[src/rtl/tfn_pkg.sv]
// package for the triangle face normal block: widths and shared types
// no dependencies
`default_nettype none
package tfn_pkg;
   localparam int COORD_BITS_DEF       = 16;
   localparam int NORMAL_FRAC_BITS_DEF = 14;
   localparam int OUT_BITS             = 16;
   localparam int RED_BITS             = 31;   // reduced magnitude width
   localparam int ROOT_BITS            = RED_BITS + 1;   // root of a sum of three squares
   localparam int SUM_BITS             = 64;

   typedef enum logic [1:0] {
      OP_SQRT = 2'd0,
      OP_DIV  = 2'd1
   } tfn_op_type;

   typedef struct packed {
      logic       start;
      tfn_op_type op;
   } tfn_cmd_type;
endpackage
`default_nettype wire

[src/rtl/tfn_unit.sv]
// shared iterative unit: integer square root or restoring divide, one bit a cycle
// depends on tfn_pkg
`default_nettype none
module tfn_unit
   import tfn_pkg::*;
(
   input  wire logic                      clock,
   input  wire logic                      reset,
   input  wire tfn_cmd_type               cmd,
   input  wire logic [SUM_BITS-1:0]       opa,     // radicand or dividend
   input  wire logic [ROOT_BITS-1:0]      opb,     // divisor
   output logic                           done,
   output logic [SUM_BITS-1:0]            result
);
   localparam int CW = 7;

   logic [SUM_BITS-1:0] rem_ff, rem_in, acc_ff, acc_in, num_ff, num_in;
   logic [CW-1:0]       cnt_ff, cnt_in;
   logic                busy_ff, busy_in, done_ff, done_in;
   tfn_op_type          op_ff, op_in;
   logic [SUM_BITS+1:0] trial;
   logic [SUM_BITS+1:0] shrem;

   always_comb begin
      rem_in  = rem_ff;
      acc_in  = acc_ff;
      num_in  = num_ff;
      cnt_in  = cnt_ff;
      busy_in = busy_ff;
      op_in   = op_ff;
      done_in = 1'b0;
      trial   = '0;
      shrem   = '0;
      if (cmd.start) begin
         busy_in = 1'b1;
         op_in   = cmd.op;
         rem_in  = '0;
         acc_in  = '0;
         num_in  = opa;
         cnt_in  = (cmd.op == OP_SQRT) ? CW'(SUM_BITS/2) : CW'(SUM_BITS);
      end else if (busy_ff) begin
         if (op_ff == OP_SQRT) begin
            // bring down two radicand bits, trial subtract 4r+1
            shrem = {rem_ff, num_ff[SUM_BITS-1 -: 2]};
            trial = shrem - {acc_ff, 2'b01};
            num_in = {num_ff[SUM_BITS-3:0], 2'b00};
            if (!trial[SUM_BITS+1]) begin
               rem_in = trial[SUM_BITS-1:0];
               acc_in = {acc_ff[SUM_BITS-2:0], 1'b1};
            end else begin
               rem_in = shrem[SUM_BITS-1:0];
               acc_in = {acc_ff[SUM_BITS-2:0], 1'b0};
            end
         end else begin
            shrem = {1'b0, rem_ff, num_ff[SUM_BITS-1]};
            trial = shrem - (SUM_BITS+2)'(opb);
            num_in = {num_ff[SUM_BITS-2:0], 1'b0};
            if (!trial[SUM_BITS+1]) begin
               rem_in = trial[SUM_BITS-1:0];
               acc_in = {acc_ff[SUM_BITS-2:0], 1'b1};
            end else begin
               rem_in = shrem[SUM_BITS-1:0];
               acc_in = {acc_ff[SUM_BITS-2:0], 1'b0};
            end
         end
         cnt_in = cnt_ff - 1'b1;
         if (cnt_ff == CW'(1)) begin
            busy_in = 1'b0;
            done_in = 1'b1;
         end
      end
   end

   always_ff @(posedge clock) begin
      if (reset) begin
         busy_ff <= 1'b0;
         done_ff <= 1'b0;
         cnt_ff  <= '0;
         op_ff   <= OP_SQRT;
      end else begin
         busy_ff <= busy_in;
         done_ff <= done_in;
         cnt_ff  <= cnt_in;
         op_ff   <= op_in;
      end
      rem_ff <= rem_in;
      acc_ff <= acc_in;
      num_ff <= num_in;
   end

   assign done   = done_ff;
   assign result = acc_ff;

`ifndef SYNTHESIS
   a_done_after_busy: assert property (@(posedge clock) disable iff (reset)
      done_ff |-> $past(busy_ff)) else $error("done without busy");
   a_start_idle: assert property (@(posedge clock) disable iff (reset)
      cmd.start |-> !busy_ff) else $error("start while busy");
   a_done_ends: assert property (@(posedge clock) disable iff (reset)
      done_ff |-> !busy_ff) else $error("busy after done");
`endif
endmodule
`default_nettype wire

[config.mk]
export PLATFORM = sky130hd
export DESIGN_NAME = tfn_unit
export DESIGN_NICKNAME = d
export VERILOG_FILES = /design/src/rtl/tfn_pkg.sv /design/src/rtl/tfn_unit.sv
export SDC_FILE = /design/constraint.sdc
export NUM_CORES = 1
export LEC_CHECK = 0
export ABC_CLOCK_PERIOD_IN_PS = 3800
export BUFFER_PORTS_ARGS = -buffer_cell sky130_fd_sc_hd__buf_4
export CAP_MARGIN = 0
export CORE_MARGIN = 5
export CORE_UTILIZATION = 39
export DETAILED_ROUTE_END_ITERATION = 7
export PLACE_DENSITY_LB_ADDON = 0.08
export SYNTH_ARGS = -nofsm -noshare
export SYNTH_HDL_FRONTEND = slang
export SYNTH_SLANG_ARGS = --single-unit
[constraint.sdc]
create_clock -name clock -period 3.8 [get_ports clock]
set_clock_uncertainty 0.05 [all_clocks]
set_input_delay 0.19 -clock clock [delete_from_list [all_inputs] [get_ports clock]]
set_output_delay 0.19 -clock clock [all_outputs]
set_load 0.01 [all_outputs]
==> results by group <==
CTS
  – H-tree levels: 1
  – CTS Buffer Depth: 3
  – TritonCTS sink count: 203
  – CTS tree: done
  – Reg clk slew, reported paths: 60 ps
  – Clock latency on the worst-skew pair: 550 ps
  – Root Driver: clkbuf_16
  – CTS Buf Count: 26

Drt
  – DRT met1 WL: 25.4 mm
  – Vias per inst: 5.58
  – Top Layer Used: met4
  – Routed len/inst: 19.2 um
  – Met3 wire len: 3.02 mm
  – Final wirelength: 55.0 mm
  – Post-route ant nets: 0
  – Initial drt markers: 1,078
  – Residual DRC: 0
  – DR pass1 iterations: 5
  – DR WL met2: 25.3 mm
  – Vias: 15,970

Yosys
  – Syn Nets: 2,219
  – Netlist Area Pre-Place: 0.0162 mm^2
  – Post-synth cell types: 93
  – Fraction of registers with async set/reset: 0%
  – Warnings from Yosys: 0
  – Post-synth EDFFs: 64
  – Main synth FF type: dfxtp_1
  – #FFs+latches synth: 203
  – Synth Instances: 2,019
  – Mean Syn Cell Area: 8.01 um^2
  – Sequential fraction of the synthesis area: 29.1%

Worst setup path
  – CP dominant cell by count: o21ai_0
  – Worst setup path startpoint: result[12]
  – Critical path, cell by cell: inv_1 > ha_1 > nand2_1 > o21ai_0 > a21oi_1 > o21ai_0 > o311a_1 > o21ai_0 > buf_4 > a211oi_1 > o21ai_0 > a21oi_1 > o21ai_0
  – Worst EP arrival: 4100 ps
  – Reg2reg path depth: 13
  – RR Startpoint: result[12]
  – RR Endpoint: rem_ff[60]
  – WS Path Type: flip-flop to flip-flop
  – CP endpoint kind: flip-flop
  – R2R Setup Slk: 80 ps
  – CP Data Required Time: 4180 ps
  – Crit Path Max Fanout: 7
  – Critical-path top delay cell: ha_1
  – Crit start category: flip-flop
  – Peak per-stage delay on the critical path: 410 ps

Timing
  – # setup viols final: 0
  – Period utilization: 97.9%
  – Final worst path period need: 3720 ps
  – Max-Slew Margin vs Limit: 34.2%
  – Worst-margin pin slew: 986 ps
  – Hold Violations, Final: 0
  – TNS Setup: 0 ps
  – Maximum clock frequency: 269 MHz
  – Pins Over Slew Limit: 0

Floorplan
  – Die height: 214 um
  – Row count: 74
  – IO Pins: 166
  – Die Span X: 214 um
  – Core ar.: 0.0409 mm^2
  – Initial core utilization: 39.5%
  – Die ar.: 0.0456 mm^2

Run status
  – Outcome: complete, no violations

Cells and area
  – Number of diodes: 0
  – Share of cells above drive strength 1: 18.1%
  – Area Growth Syn to Fin: 26.0%
  – Fin area: 0.0204 mm^2
  – Most frequent cells in the layout: buf_4 (313), nand2_1 (235), nor2_1 (165)
  – Most common cell after layout, fill and taps aside: buf_4
  – Post-layout nets: 2,514

Global routing
  – Vias in the first global route: 15,517
  – Pin count of the biggest net entering global routing: 114
  – First-pass GRT wire length: 85.5 mm
  – GRT Total Usage: 23.1%
  – Grt total ovfl: 0
  – Antenna violations before repair: 0

Place
  – Hpwl dp: 41.4 mm
  – Final GP Congestion: 0.955
  – Post-place instance area: 0.0187 mm^2
  – IO Port Bufs: 165

Worst hold path
  – Worst Hold Class: input port to flip-flop
  – Worst hold path endpoint: rem_ff[0]
  – Hold Path Depth: 5
  – Hold path start: opb[0]

Power
  – PD cells: 969 mW/mm^2
  – Pleak: 8.99 nW
  – Peak VDD IR: 0.637 mV

Flow run
  – Max Cap Violations: 0
[final cells by class]
type                            count  area, um^2
Clock buffer                       38         716
Clock inverter                      7        70.1
Fill cell                        4032       20600
Inverter                          137         514
Multi-Input combinational cell   1560       10600
Sequential cell                   203        4710
Tap cell                          532         666
Timing Repair Buffer              386        3100
[cells in the mapped netlist (11+ instances only)]
cell type	count	share of area (%)
o21ai_0	153	4.7
a21oi_1	158	4.9
o31ai_1	13	0.60
a211oi_1	20	0.93
buf_2	18	0.56
xor2_1	55	3.0
nand2_1	236	5.5
clkbuf_1	70	1.6
nand2b_1	13	0.50
a21o_1	35	1.6
dfxtp_1	139	17
xnor2_1	56	3.0
nor3_1	31	0.96
a31oi_1	12	0.46
mux2i_1	135	8.4
nor4_1	17	0.66
inv_1	137	3.2
nor2_1	169	3.9
o211ai_1	55	2.6
edfxtp_1	64	12
or3_1	11	0.43
ha_1	98	7.6
o21bai_1	24	1.1
a32o_1	30	1.9
nand3_1	22	0.68
nand4_1	29	1.1
o21a_1	19	0.88
buf_1	19	0.44
[through the flow]
stage	util (%)	hold slack (ps)	setup WS, ps	power, mW	instances
6_report	49.8	120	81.6	19.7	2863
5_1_grt	49.8	182	-10.7	21.2	2863
3_3_place_gp	45.7	348	-260	16.8	2746
4_1_cts	49.4	97.5	19.7	19.4	2861
3_5_place_dp	45.7	348	-181	16.9	2746
2_1_floorplan	-	209	435	12.1	2019
[per-layer routing]
| layer | vias up | track usage, % |
|---|---|---|
| met1 | 7518 | 32.7 |
| li1 | 7926 | - |
| met5 | - | 0 |
| met3 | 79 | 2.90 |
| met4 | 0 | 5.81 |
| met2 | 447 | 37.8 |
[registers in the layout, summed over array words and instances, names as in the netlist]
| register | cells |
|---|---|
| num_ff | 64 |
| rem_ff | 64 |
| result | 64 |
| cnt_ff | 7 |
| op_ff | 2 |
| busy_ff | 1 |
| done | 1 |
[repair_timing]
| item | in CTS | in global routing |
|---|---|---|
| buffers inserted | 1 | 2 |
| gates resized for setup | 3 | 35 |
| hold endpoints to repair | 81 | 0 |
| pin swaps | 1 | 7 |
| setup endpoints to repair | 33 | 58 |
| hold buffers | 69 | 0 |
[how the worst max path moves through the flow]
stage / cells past startpoint / end / slack [ps]
floorplan: 15 / rem_ff[52] / 430
global placement: 13 / rem_ff[52] / -260
detailed placement: 13 / rem_ff[52] / -180
CTS: 15 / rem_ff[32] / 20
global route: 15 / rem_ff[48] / -10
finish: 13 / rem_ff[60] / 80
[power breakdown]
| part | internal (mW) | switching, mW |
|---|---|---|
| logic | 6.18 | 8.21 |
| clock network | 1.36 | 0.996 |
| registers | 2.60 | 0.387 |
| total | 10.1 | 9.59 |
[kinds of logic after synthesis]
logic type      synth area share (%)
simple gates                    17.1
flops                           29.1
compound gates                  24.7
buf+inv                         6.42
fa+ha+maj                       7.71
mux                             8.92
xor+xnor                        6.01
[critical path: cells and delay by family (launching register included)]
kind | cells | cell delay (ps)
compound gates | 9 | 2420
fa+ha+maj | 1 | 410
buf+inv | 2 | 220
flops | 1 | 380
simple gates | 1 | 120
Note: power is estimated with default switching activity, not from simulation.
